`src/rtl/isaac_pkg.sv`:
```
// Shared types and constants for the ISAAC random generator.
// Holds the controller-to-datapath command codes, the status struct and the hash constants.
package isaac_pkg;

   // Request operation codes.
   localparam logic [1:0] OP_SEED_START  = 2'd0;
   localparam logic [1:0] OP_SEED_BYTE   = 2'd1;
   localparam logic [1:0] OP_SEED_FINISH = 2'd2;
   localparam logic [1:0] OP_DRAW        = 2'd3;

   // Datapath command codes.
   localparam logic [4:0] CMD_NOP         = 5'd0;
   localparam logic [4:0] CMD_ACCEPT      = 5'd1;
   localparam logic [4:0] CMD_SEED_INIT   = 5'd2;
   localparam logic [4:0] CMD_MIX_BEGIN   = 5'd3;
   localparam logic [4:0] CMD_MIX_RD      = 5'd4;
   localparam logic [4:0] CMD_MIX_ACC     = 5'd5;
   localparam logic [4:0] CMD_MIX_ROUND   = 5'd6;
   localparam logic [4:0] CMD_MIX_WR      = 5'd7;
   localparam logic [4:0] CMD_MIX_NEXT    = 5'd8;
   localparam logic [4:0] CMD_MIX_END     = 5'd9;
   localparam logic [4:0] CMD_C_CLEAR     = 5'd10;
   localparam logic [4:0] CMD_SB_RD       = 5'd11;
   localparam logic [4:0] CMD_SB_WR       = 5'd12;
   localparam logic [4:0] CMD_RF_BEGIN    = 5'd13;
   localparam logic [4:0] CMD_RF_RD_OTHER = 5'd14;
   localparam logic [4:0] CMD_RF_A        = 5'd15;
   localparam logic [4:0] CMD_RF_X        = 5'd16;
   localparam logic [4:0] CMD_RF_Y        = 5'd17;
   localparam logic [4:0] CMD_RF_RD_B     = 5'd18;
   localparam logic [4:0] CMD_RF_B        = 5'd19;
   localparam logic [4:0] CMD_RF_END      = 5'd20;
   localparam logic [4:0] CMD_RAW_RD      = 5'd21;
   localparam logic [4:0] CMD_MOD_LIM     = 5'd22;
   localparam logic [4:0] CMD_MOD_X       = 5'd23;
   localparam logic [4:0] CMD_MOD_STEP    = 5'd24;
   localparam logic [4:0] CMD_LIM_SAVE    = 5'd25;
   localparam logic [4:0] CMD_OUT         = 5'd26;

   // Initial mixing vector loaded by seed start.
   localparam logic [31:0] INIT_VEC [8] = '{
      32'h1367df5a, 32'h95d90059, 32'hc3163e4b, 32'h0f421ad8,
      32'hd92a4a78, 32'ha51a3c49, 32'hc4efea1b, 32'h30609119};

   // Shift amount of each line of the initialization hash; odd lines shift right.
   localparam logic [4:0] HASH_SHIFT [8] = '{
      5'd11, 5'd2, 5'd8, 5'd16, 5'd10, 5'd4, 5'd8, 5'd9};

   // Shift amounts of the refill accumulator, by word index modulo four.
   localparam logic [4:0] RF_SHIFT [4] = '{5'd13, 5'd6, 5'd2, 5'd16};

   typedef struct packed {
      logic [4:0] op;
      logic [2:0] sub;
   } ctl_cmd_type;

   typedef struct packed {
      logic c_ge;
      logic n_zero;
      logic need_refill;
      logic x_lt_lim;
      logic grp_last;
      logic idx_last;
      logic mod_last;
   } dp_status_type;

endpackage

```
`src/rtl/isaac_ctl.sv`:
```
// Controller of the ISAAC random generator: sequences seeding, mix passes,
// refills and draws by issuing one datapath command per cycle. Uses isaac_pkg.
module isaac_ctl (
   input  logic                     clock,
   input  logic                     reset,
   input  logic                     start,
   input  logic [1:0]               req_operation,
   output logic                     busy,
   input  isaac_pkg::dp_status_type status,
   output isaac_pkg::ctl_cmd_type   cmd
);
   import isaac_pkg::*;

   localparam logic [4:0] S_IDLE      = 5'd0;
   localparam logic [4:0] S_DISPATCH  = 5'd1;
   localparam logic [4:0] S_SINIT     = 5'd2;
   localparam logic [4:0] S_SB_CHK    = 5'd3;
   localparam logic [4:0] S_SB_RD     = 5'd4;
   localparam logic [4:0] S_SB_WR     = 5'd5;
   localparam logic [4:0] S_MX_BEGIN  = 5'd6;
   localparam logic [4:0] S_MX_RD     = 5'd7;
   localparam logic [4:0] S_MX_ACC    = 5'd8;
   localparam logic [4:0] S_MX_RND    = 5'd9;
   localparam logic [4:0] S_MX_WR     = 5'd10;
   localparam logic [4:0] S_MX_NEXT   = 5'd11;
   localparam logic [4:0] S_MX_END    = 5'd12;
   localparam logic [4:0] S_CCLR      = 5'd13;
   localparam logic [4:0] S_DR_CHK    = 5'd14;
   localparam logic [4:0] S_LIM_START = 5'd15;
   localparam logic [4:0] S_LIM_STEP  = 5'd16;
   localparam logic [4:0] S_LIM_END   = 5'd17;
   localparam logic [4:0] S_RAW_CHK   = 5'd18;
   localparam logic [4:0] S_RF_BEGIN  = 5'd19;
   localparam logic [4:0] S_RF_OTHER  = 5'd20;
   localparam logic [4:0] S_RF_A      = 5'd21;
   localparam logic [4:0] S_RF_X      = 5'd22;
   localparam logic [4:0] S_RF_Y      = 5'd23;
   localparam logic [4:0] S_RF_RD_B   = 5'd24;
   localparam logic [4:0] S_RF_B      = 5'd25;
   localparam logic [4:0] S_RF_END    = 5'd26;
   localparam logic [4:0] S_RAW_RD    = 5'd27;
   localparam logic [4:0] S_RAW_EVAL  = 5'd28;
   localparam logic [4:0] S_X_START   = 5'd29;
   localparam logic [4:0] S_X_STEP    = 5'd30;
   localparam logic [4:0] S_OUT       = 5'd31;

   logic [4:0] state_ff, state_in;
   logic [1:0] op_ff, op_in;
   logic [2:0] k_ff, k_in;
   logic [1:0] passes_ff, passes_in;

   // Next state and command decode.
   always_comb begin
      state_in  = state_ff;
      op_in     = op_ff;
      k_in      = k_ff;
      passes_in = passes_ff;
      cmd.op    = CMD_NOP;
      cmd.sub   = k_ff;
      case (state_ff)
         S_IDLE: begin
            if (start) begin
               cmd.op   = CMD_ACCEPT;
               op_in    = req_operation;
               state_in = S_DISPATCH;
            end
         end
         S_DISPATCH: begin
            case (op_ff)
               OP_SEED_START: state_in = S_SINIT;
               OP_SEED_BYTE:  state_in = S_SB_CHK;
               OP_SEED_FINISH: begin
                  passes_in = 2'd2;
                  state_in  = S_MX_BEGIN;
               end
               default: state_in = S_DR_CHK;
            endcase
         end
         S_SINIT: begin
            cmd.op   = CMD_SEED_INIT;
            state_in = S_IDLE;
         end
         // Seed byte: a full window is mixed before the byte goes in.
         S_SB_CHK: begin
            if (status.c_ge) begin
               passes_in = 2'd1;
               state_in  = S_MX_BEGIN;
            end else begin
               state_in = S_SB_RD;
            end
         end
         S_SB_RD: begin
            cmd.op   = CMD_SB_RD;
            state_in = S_SB_WR;
         end
         S_SB_WR: begin
            cmd.op   = CMD_SB_WR;
            state_in = S_IDLE;
         end
         // Mix pass: eight reads, eight hash lines, eight writes per group.
         S_MX_BEGIN: begin
            cmd.op   = CMD_MIX_BEGIN;
            k_in     = 3'd0;
            state_in = S_MX_RD;
         end
         S_MX_RD: begin
            cmd.op   = CMD_MIX_RD;
            state_in = S_MX_ACC;
         end
         S_MX_ACC: begin
            cmd.op   = CMD_MIX_ACC;
            k_in     = k_ff + 3'd1;
            state_in = (k_ff == 3'd7) ? S_MX_RND : S_MX_RD;
         end
         S_MX_RND: begin
            cmd.op   = CMD_MIX_ROUND;
            k_in     = k_ff + 3'd1;
            state_in = (k_ff == 3'd7) ? S_MX_WR : S_MX_RND;
         end
         S_MX_WR: begin
            cmd.op = CMD_MIX_WR;
            k_in   = k_ff + 3'd1;
            if (k_ff == 3'd7) begin
               state_in = status.grp_last ? S_MX_END : S_MX_NEXT;
            end
         end
         S_MX_NEXT: begin
            cmd.op   = CMD_MIX_NEXT;
            state_in = S_MX_RD;
         end
         S_MX_END: begin
            cmd.op    = CMD_MIX_END;
            passes_in = passes_ff - 2'd1;
            state_in  = (passes_ff == 2'd2) ? S_MX_BEGIN : S_CCLR;
         end
         S_CCLR: begin
            cmd.op   = CMD_C_CLEAR;
            state_in = (op_ff == OP_SEED_BYTE) ? S_SB_RD : S_IDLE;
         end
         // Draw: rejection limit first, unless the range is the full word.
         S_DR_CHK: begin
            state_in = status.n_zero ? S_RAW_CHK : S_LIM_START;
         end
         S_LIM_START: begin
            cmd.op   = CMD_MOD_LIM;
            state_in = S_LIM_STEP;
         end
         S_LIM_STEP: begin
            cmd.op = CMD_MOD_STEP;
            if (status.mod_last) begin
               state_in = S_LIM_END;
            end
         end
         S_LIM_END: begin
            cmd.op   = CMD_LIM_SAVE;
            state_in = S_RAW_CHK;
         end
         S_RAW_CHK: begin
            state_in = status.need_refill ? S_RF_BEGIN : S_RAW_RD;
         end
         // Refill: six steps per word over the single pool port.
         S_RF_BEGIN: begin
            cmd.op   = CMD_RF_BEGIN;
            state_in = S_RF_OTHER;
         end
         S_RF_OTHER: begin
            cmd.op   = CMD_RF_RD_OTHER;
            state_in = S_RF_A;
         end
         S_RF_A: begin
            cmd.op   = CMD_RF_A;
            state_in = S_RF_X;
         end
         S_RF_X: begin
            cmd.op   = CMD_RF_X;
            state_in = S_RF_Y;
         end
         S_RF_Y: begin
            cmd.op   = CMD_RF_Y;
            state_in = S_RF_RD_B;
         end
         S_RF_RD_B: begin
            cmd.op   = CMD_RF_RD_B;
            state_in = S_RF_B;
         end
         S_RF_B: begin
            cmd.op   = CMD_RF_B;
            state_in = status.idx_last ? S_RF_END : S_RF_OTHER;
         end
         S_RF_END: begin
            cmd.op   = CMD_RF_END;
            state_in = S_RAW_RD;
         end
         S_RAW_RD: begin
            cmd.op   = CMD_RAW_RD;
            state_in = S_RAW_EVAL;
         end
         S_RAW_EVAL: begin
            if (status.n_zero) begin
               state_in = S_OUT;
            end else if (status.x_lt_lim) begin
               state_in = S_RAW_CHK;
            end else begin
               state_in = S_X_START;
            end
         end
         S_X_START: begin
            cmd.op   = CMD_MOD_X;
            state_in = S_X_STEP;
         end
         S_X_STEP: begin
            cmd.op = CMD_MOD_STEP;
            if (status.mod_last) begin
               state_in = S_OUT;
            end
         end
         S_OUT: begin
            cmd.op   = CMD_OUT;
            state_in = S_IDLE;
         end
         default: state_in = S_IDLE;
      endcase
   end

   always_ff @(posedge clock) begin
      if (reset) begin
         state_ff  <= S_IDLE;
         op_ff     <= OP_SEED_START;
         k_ff      <= '0;
         passes_ff <= '0;
      end else begin
         state_ff  <= state_in;
         op_ff     <= op_in;
         k_ff      <= k_in;
         passes_ff <= passes_in;
      end
   end

   assign busy = (state_ff != S_IDLE);

endmodule

```
`config.mk`:
```
export PLATFORM = sky130hd
export DESIGN_NAME = isaac_ctl
export DESIGN_NICKNAME = d
export VERILOG_FILES = /design/src/rtl/isaac_pkg.sv /design/src/rtl/isaac_ctl.sv
export SDC_FILE = /design/constraint.sdc
export NUM_CORES = 1
export LEC_CHECK = 0
export CAP_MARGIN = 20
export CORE_MARGIN = 2
export CORE_UTILIZATION = 50
export DETAILED_ROUTE_END_ITERATION = 10
export DONT_BUFFER_PORTS = 1
export HOLD_SLACK_MARGIN = 0.05
export PLACE_DENSITY = 0.77
export SETUP_SLACK_MARGIN = 0.05
export SYNTH_ARGS = -nofsm -noshare
export SYNTH_HDL_FRONTEND = slang
export SYNTH_SLANG_ARGS = --single-unit
```
`constraint.sdc`:
```
create_clock -name clock -period 1.5 [get_ports clock]
set_input_delay 0.15 -clock clock [delete_from_list [all_inputs] [get_ports clock]]
set_output_delay 0.15 -clock clock [all_outputs]
set_load 0.01 [all_outputs]
```
==> results of run 1 <==
==> layer usage <==
metal / vias to the layer above / track usage / part of all wire
met5: - / 0 / 0.0048
met3: 87 / 0.175 / 0.15
met2: 241 / 0.697 / 0.43
met1: 899 / 0.496 / 0.33
li1: 819 / - / -
met4: 2 / 0.275 / 0.088
==> sequential cells by signal, indices dropped and copies added, names as in the netlist <==
register   flops
k_ff           3
op_ff          2
passes_ff      2
state_ff       5
==> final cells by class <==
type	instances	area, µm²	area share
multi-input combinational	156	1210	0.552
antenna	1	2.50	0.00114
tap	30	37.5	0.0171
clock buffer	4	26.3	0.0119
timing repair buffer	68	624	0.284
sequential	12	262	0.119
inverter	7	33.8	0.0154
==> worst reg2reg max path, stage by stage, from the launching register on <==
cell and delay, ps:
dfxtp_4 430, buf_6 140, nand2_4 50, or4b_4 510, a21oi_2 170, o32ai_1 150
a21oi_2 240
==> cell families (layout without fill, tap and decap cells) <==
group / after synthesis / after routing
flops: 12 / 12
simple gates: 80 / 80
fa+ha+maj: 3 / 3
compound gates: 69 / 69
xor+xnor: 1 / 1
mux: 3 / 3
buf+inv: 23 / 79
other cells: 0 / 1
==> stage by stage <==
step,util,instance area [µm²]
after floorplan,-,1310
after global placement,0.643,1580
after detailed placement,0.643,1580
after CTS,0.788,1930
after global routing,0.895,2200
final,0.896,2200
==> cells in the final DEF, fill, tap and decap left out, drive strengths merged, types with 5 or more instances in the layout <==
cell type   n
nor2b       7
nand3       6
clkbuf      5
o21ai      16
buf        64
inv         7
dfxtp      12
nor3       10
nor2       21
nand2b      5
nand2      12
a21oi      25
==> power groups by stage <==
stage / Sequential (µW) / Combinational [µW] / Clock (µW)
floorplan: 350 / 207 / 0
global placement: 360 / 309 / 0
detailed placement: 361 / 313 / 0
CTS: 354 / 380 / 218
global route: 357 / 522 / 247
finish: 358 / 518 / 234
==> timing repair <==
| item | CTS | global route |
|---|---|---|
| pin swaps | 15 | 27 |
| gates resized for setup | 52 | 58 |
| buffers inserted | 18 | 4 |
| cloned | 0 | 1 |
| endpoints found under the hold margin | 10 | 0 |
| hold buffers | 3 | 0 |
| endpoints found under the setup margin | 18 | 17 |
==> final timing paths <==
kind | from | endpoint | slack (ps) | cells past startpoint
max | state_ff[3]$_SDFFE_PP0P_ | state_ff[2]$_SDFFE_PP0P_ | -270 | 6
min | reset | state_ff[0]$_SDFFE_PP0P_ | 40 | 3
max reg2reg | state_ff[3]$_SDFFE_PP0P_ | state_ff[2]$_SDFFE_PP0P_ | -270 | 6
min reg2reg | passes_ff[1]$_SDFFE_PP0P_ | passes_ff[1]$_SDFFE_PP0P_ | 520 | 2
==> results.toml, run 1 <==
[status]
status = "complete, but fails checks"
violations = "setup timing"

[logic_synthesis]
synth_mux_area_frac = 0.0236
yosys.area_share.adder = 0.0295
synth_edf_count = 0
synthCells = 191
synth-xor-area-share = 0.00688
synth_simple_gate_area_frac = 0.330
synth_area_um2 = 1270
synth_area_leaders = "dfxtp_1, a21oi_1, nor2_1"
synth_top_area_frac = 0.189
ys_seq_area_frac = 0.189
synth.most_common_cell = "a21oi_1"
avgSynthCellArea_um2 = 6.66
ys_ff_latch = 12
ys_types = 47
yosys.area.top_type = "dfxtp_1"
async_flop_share = 0
synth-main-ff-cell = "dfxtp_1"
synth_top_family_by_area = "compound AO/OA/AOI/OAI gates"
netlist_top_cells_count = "a21oi_1, nor2_1, dfxtp_1"
synth_nets = 206
yosys_warnings = 0
synth_compound_area_frac = 0.332

[sta]
fin_crit_ps = 1770
rsz0062_at_grt = "true"
setup-violations-final = 11
finalClockSkew_ps = 1.05
finalMaxSlewViolations = 0
hold_slack_ps = 43.2
finalSetupTns_ps = -1270
setup_ws_ps = -274
worstMarginPinSlew_ps = 496
fmax_ghz = 0.564
timing.final.crit_share = 1.18
relSlewSlack = 0.668
hold_viol = 0

[routing]
drc_errors = 0
vias = 2048
firstDrtPassIters = 10
avgRoutedWirePerCell_um = 25.6
drt-total-wl_um = 7120
antenna_left = 0
drtIter0Drc = 285
viasPerCell = 7.37

[grt]
grt-ovfl-total = 0
grt_pass1_wl_um = 9190
grt_pass1_vias = 1858
grt_max_degree = 17
track_usage = 0.442
antenna_found_initial = 0

[pwr]
power_uw = 1110
power.net_switching_uw = 445
intPower_uw = 665
power_frac_seq = 0.322
powerDensity_nw_per_um2 = 504
combPwrFrac = 0.467
switching_share = 0.401
irDropWorstVdd_v = 0.000631
power_leakage_uw = 0.000870
power_frac_clock = 0.211

[critical_path]
crit_chain = "buf_6 > nand2_4 > or4b_4 > a21oi_2 > o32ai_1 > a21oi_2"
crit_required_ps = 1690
cp_top_family = "simple AND/OR/NAND/NOR gates"
cpMostUsedCell = "a21oi_2"
crit_buf_inv = 1
slowest_stage = "or4b_4"
crit_fanout = 5
worstPathArrival_ps = 1960
cp-end-kind = "flop"
startpoint_type = "flop"
cp_slowest_stage_delay_ps = 510
path_class = "reg2reg"

[finish]
final_nets = 263
drive_gt1_frac = 0.538
fillers = 110
area_growth_pct = 72.9
stdcell_count = 278

[min_path]
hold_path.class = "in2reg"

[die]
core_um2 = 2450
die_w_um = 54.4
num_io_pins = 21
die_area_um2 = 2960
rows = 18
initial_core_util = 0.518
dieHeight_um = 54.4

[cts]
clk_path_buf_depth = 2
tritoncts = "yes"
numCtsBuffers = 3
cts_sinks = 12
htreeDepth = 1
root_buffer = "clkbuf_4"
clkSlewWorstSetupHoldPaths_ps = 90
clock_latency_ps = 280

[placement]
dpl_worst_slack_ps = -86.8
gp_congestion = 0.943
hpwl_um = 3330
dp.cells = 247
portBuffers = 0

[run]
maxCapViolations = 0
No activity file was read; power rests on OpenSTA's default activity.
==> inputs of run 2 (changes only) <==
--- a/config.mk
+++ b/config.mk
@@ -10,9 +10,11 @@
 export CORE_UTILIZATION = 50
 export DETAILED_ROUTE_END_ITERATION = 10
 export DONT_BUFFER_PORTS = 1
+export GPL_TIMING_DRIVEN = 0
 export HOLD_SLACK_MARGIN = 0.05
 export PLACE_DENSITY = 0.77
 export SETUP_SLACK_MARGIN = 0.05
+export SKIP_CTS_REPAIR_TIMING = 1
 export SYNTH_ARGS = -nofsm -noshare
 export SYNTH_HDL_FRONTEND = slang
 export SYNTH_SLANG_ARGS = --single-unit
==> results.toml, run 2 (synthesized netlist as in run 1, its figures left out) <==
[finish]
largest_register_ffs = 5
fillers = 186
top_register = "state_ff"
area_growth_pct = 38.7
layout_commonest_cell = "a21oi_1"
drive_gt1_frac = 0.381
final_nets = 226
layout_common_cells = "a21oi_1, buf_4, nor2_1"
num_antenna_cells = 0
reg.largest.list = "state_ff: 5 flops, k_ff: 3 flops"

[routing]
viasPerCell = 6.96
top_layer = "met4"
firstDrtPassIters = 5
met2_wirelength_um = 2430
wirelength_met1_um = 1850
wl_met3_um = 563
vias = 1671
avgRoutedWirePerCell_um = 20.7
drt-total-wl_um = 4980
drc_errors = 0
drtIter0Drc = 115
antenna_left = 0

[critical_path]
cp_slowest_stage_delay_ps = 380
crit_chain = "buf_8 > buf_8 > buf_8 > a21o_1 > a21oi_2 > o21ai_2"
cp-end-kind = "primary output"
path_class = "reg2out"
reg2reg_from = "k_ff[0]$_SDFFE_PP0P_"
cp_top_family = "compound AO/OA/AOI/OAI gates"
regToRegSetupSlack_ps = -110
crit_buf_inv = 3
startpoint = "state_ff[3]$_SDFFE_PP0P_"
slowest_stage = "dfxtp_4"
worstPathArrival_ps = 1530
crit_fanout = 10
crit_required_ps = 1350
cpMostUsedCell = "buf_8"
startpoint_type = "flop"

[grt]
antenna_found_initial = 0
grt_pass1_vias = 1382
grt_pass1_wl_um = 6720
grt-ovfl-total = 0
track_usage = 0.319
grt_max_degree = 11

[pwr]
irDropWorstVdd_v = 0.000454
power_frac_clock = 0.278
combPwrFrac = 0.366
power_leakage_uw = 0.000622
power.net_switching_uw = 363
power_frac_seq = 0.355
intPower_uw = 623
switching_share = 0.368
powerDensity_nw_per_um2 = 559

[cts]
clk_path_buf_depth = 2
clock_latency_ps = 290
root_buffer = "clkbuf_4"
clkSlewWorstSetupHoldPaths_ps = 90
tritoncts = "yes"
numCtsBuffers = 3
cts_sinks = 12
htreeDepth = 1

[min_path]
hold_path.class = "in2reg"
hold_start = "req_operation[1]"

[sta]
setup_ws_ps = -184
rsz0062_at_grt = "true"
worstMarginPinSlew_ps = 537
timing.final.crit_share = 1.12
fin_crit_ps = 1680
fmax_ghz = 0.594
finalMaxSlewViolations = 0
finalClockSkew_ps = 12.5
relSlewSlack = 0.642
finalSetupTns_ps = -754
hold_viol = 0
setup-violations-final = 9

[die]
die_area_um2 = 2960
initial_core_util = 0.518
dieHeight_um = 54.4
num_io_pins = 21
die_w_um = 54.4
core_um2 = 2450
rows = 18

[placement]
hpwl_um = 3230
dpl_worst_slack_ps = -156
portBuffers = 0
gp_congestion = 1.03

[status]
violations = "setup timing"
status = "complete, but fails checks"

[run]
maxCapViolations = 0
==> run 2: per-stage QoR <==
step	power (µW)	util	hold WS, ps	cells	cell area (µm²)
detailed placement	622	0.549	318	221	1350
finish	986	0.719	23.0	240	1770
floorplan	556	-	294	191	1310
global route	1020	0.719	53.4	240	1770
global placement	619	0.549	307	221	1350
CTS	888	0.564	26.3	225	1390
==> run 2: worst paths after layout <==
| path | cells past startpoint | end |
|---|---|---|
| setup / recovery | 6 | cmd[5] |
| hold / removal | 2 | op_ff[1]$_SDFFE_PP0P_ |
| setup reg to reg | 7 | state_ff[2]$_SDFFE_PP0P_ |
| hold reg to reg | 2 | passes_ff[1]$_SDFFE_PP0P_ |
==> run 2: routing by layer <==
layer  up-vias  GRT usage
li1        741          -
met1       785      0.421
met2       128      0.526
met3        17     0.0492
met4         0      0.104
met5         -          0
==> run 2: final cells by class <==
type                       count  area [µm²]  area share
timing repair buffer          15         113      0.0638
inverter                       7        30.0      0.0170
sequential                    12         262       0.148
multi-input combinational    156        1110       0.629
clock buffer                   4        36.3      0.0206
tap                           30        37.5      0.0213
buffer                        16         176      0.0999
==> run 2: power groups by stage <==
stage               registers, µW  clock network, µW  logic [µW]
global placement              354                  0         266
global route                  352                288         384
CTS                           347                273         268
finish                        351                274         361
detailed placement            355                  0         267
floorplan                     350                  0         207
==> run 2: worst register-to-register path: stages (launching register included) <==
cell and delay, ps:
dfxtp_4 370, ha_4 160, ha_4 170, or3_1 320, a21oi_2 180, nor3_2 80, a21oi_2 170, a21oi_1 60
==> inputs of run 3 (changes only) <==
--- a/config.mk
+++ b/config.mk
@@ -12,7 +12,9 @@
 export DONT_BUFFER_PORTS = 1
 export GPL_TIMING_DRIVEN = 0
 export HOLD_SLACK_MARGIN = 0.05
+export MAX_ROUTING_LAYER = met4
 export PLACE_DENSITY = 0.77
+export REMOVE_ABC_BUFFERS = 1
 export SETUP_SLACK_MARGIN = 0.05
 export SKIP_CTS_REPAIR_TIMING = 1
 export SYNTH_ARGS = -nofsm -noshare
==> results.toml, run 3 (synthesized netlist as in run 1, its figures left out) <==
[placement]
hpwl_um = 2500
place_area_um2 = 1220
gp_congestion = 0.915
portBuffers = 0

[die]
die_area_um2 = 2960
core_um2 = 2450
die_w_um = 54.4
dieHeight_um = 54.4
initial_core_util = 0.518
num_io_pins = 21
rows = 18

[sta]
fmax_ghz = 0.618
relSlewSlack = 0.671
setup_ws_ps = -118
worstMarginPinSlew_ps = 491
timing.final.crit_share = 1.08
setup-violations-final = 7
rsz0062_at_grt = "true"
finalClockSkew_ps = 6.84
fin_crit_ps = 1620
finalSetupTns_ps = -517
finalMaxSlewViolations = 0
hold_viol = 0

[cts]
tritoncts = "yes"
clkSlewWorstSetupHoldPaths_ps = 80
clock_latency_ps = 280
htreeDepth = 1
clk_path_buf_depth = 2
numCtsBuffers = 3
root_buffer = "clkbuf_4"
cts_sinks = 12

[min_path]
hold_start = "reset"
hold_depth = 3
hold_path_end = "state_ff[0]$_SDFFE_PP0P_"
hold_path.class = "in2reg"

[finish]
final_area_um2 = 1650
area_growth_pct = 29.8
layout_common_cells = "a21oi_1, nor2_1, buf_4"
final_nets = 220
largest_register_ffs = 5
reg.largest.list = "state_ff: 5 flops, k_ff: 3 flops"
drive_gt1_frac = 0.310
layout_commonest_cell = "a21oi_1"
num_antenna_cells = 0
top_register = "state_ff"

[routing]
drc_errors = 0
drtIter0Drc = 162
antenna_left = 0
viasPerCell = 7.23
avgRoutedWirePerCell_um = 21.2
firstDrtPassIters = 5
vias = 1684
drt-total-wl_um = 4950

[grt]
grt_max_degree = 34
gr-usage-met1 = 0.314
grt_pass1_vias = 1231
gr-usage-met2 = 0.446
top_usage_layer = "met2"
track_usage = 0.265
antenna_found_initial = 0
grt_pass1_wl_um = 5580
grt_use_met3 = 0.0874
grt-ovfl-total = 0

[critical_path]
r2r_cells = 5
startpoint_type = "flop"
slowest_stage = "or4b_1"
cp-end-kind = "flop"
startpoint = "state_ff[3]$_SDFFE_PP0P_"
cp_slowest_stage_delay_ps = 530
reg2reg_from = "state_ff[3]$_SDFFE_PP0P_"
crit_chain = "nand2_2 > or4b_1 > a21oi_2 > o32ai_1 > a21oi_1"
regToRegSetupSlack_ps = -120
timing.rr.end = "state_ff[2]$_SDFFE_PP0P_"
crit_required_ps = 1710
worstPathArrival_ps = 1830
crit_fanout = 8
path_class = "reg2reg"

[run]
maxCapViolations = 0

[pwr]
intPower_uw = 566
power_frac_clock = 0.235
powerDensity_nw_per_um2 = 562
irDropWorstVdd_v = 0.000546
power_frac_seq = 0.403
power.net_switching_uw = 362
switching_share = 0.391
combPwrFrac = 0.362
power_leakage_uw = 0.000571

[status]
status = "complete, but fails checks"
violations = "setup timing"
## run 3: final cells by class
type,instances,area (µm²)
Fill cell,190,803
Multi-Input combinational cell,156,1080
Timing Repair Buffer,25,224
Sequential cell,12,264
Clock buffer,3,22.5
Inverter,7,26.3
Tap cell,30,37.5
## run 3: how the worst max path moves through the flow
stage	end	slack [ps]	depth (start not counted)
CTS	cmd[3]	-960	5
detailed placement	state_ff[2]$_SDFFE_PP0P_	-760	5
global placement	state_ff[2]$_SDFFE_PP0P_	-710	5
floorplan	state_ff[2]$_SDFFE_PP0P_	-360	5
global route	state_ff[2]$_SDFFE_PP0P_	-210	6
finish	state_ff[2]$_SDFFE_PP0P_	-120	5
## run 3: per-stage QoR
stage	util	hold slack (ps)	instances	total power [µW]	setup WS, ps
after floorplan	-	219	175	535	-358
after global placement	0.498	221	205	581	-712
after detailed placement	0.498	226	205	589	-758
after CTS	0.508	-61.2	208	781	-956
after global routing	0.673	87.1	233	951	-210
final	0.673	52.1	233	928	-118
## run 3: per-layer routing
metal  vias up  part of all wire
li1        731                 -
met1       749              0.36
met2       165              0.46
met3        39              0.13
met4         0             0.047
met5         -                 0
## run 3: worst max-delay path, delay by kind of cell, from the launching register on
kind | cells | cell delay (ps)
simple gates | 2 | 650
flops | 1 | 440
compound gates | 3 | 450
## run 3: power groups by stage
stage               Sequential [µW]  Combinational [µW]  Clock (µW)
floorplan                       388                 147           0
global placement                405                 176           0
detailed placement              408                 181           0
CTS                             400                 181         200
global route                    374                 351         225
finish                          374                 336         218
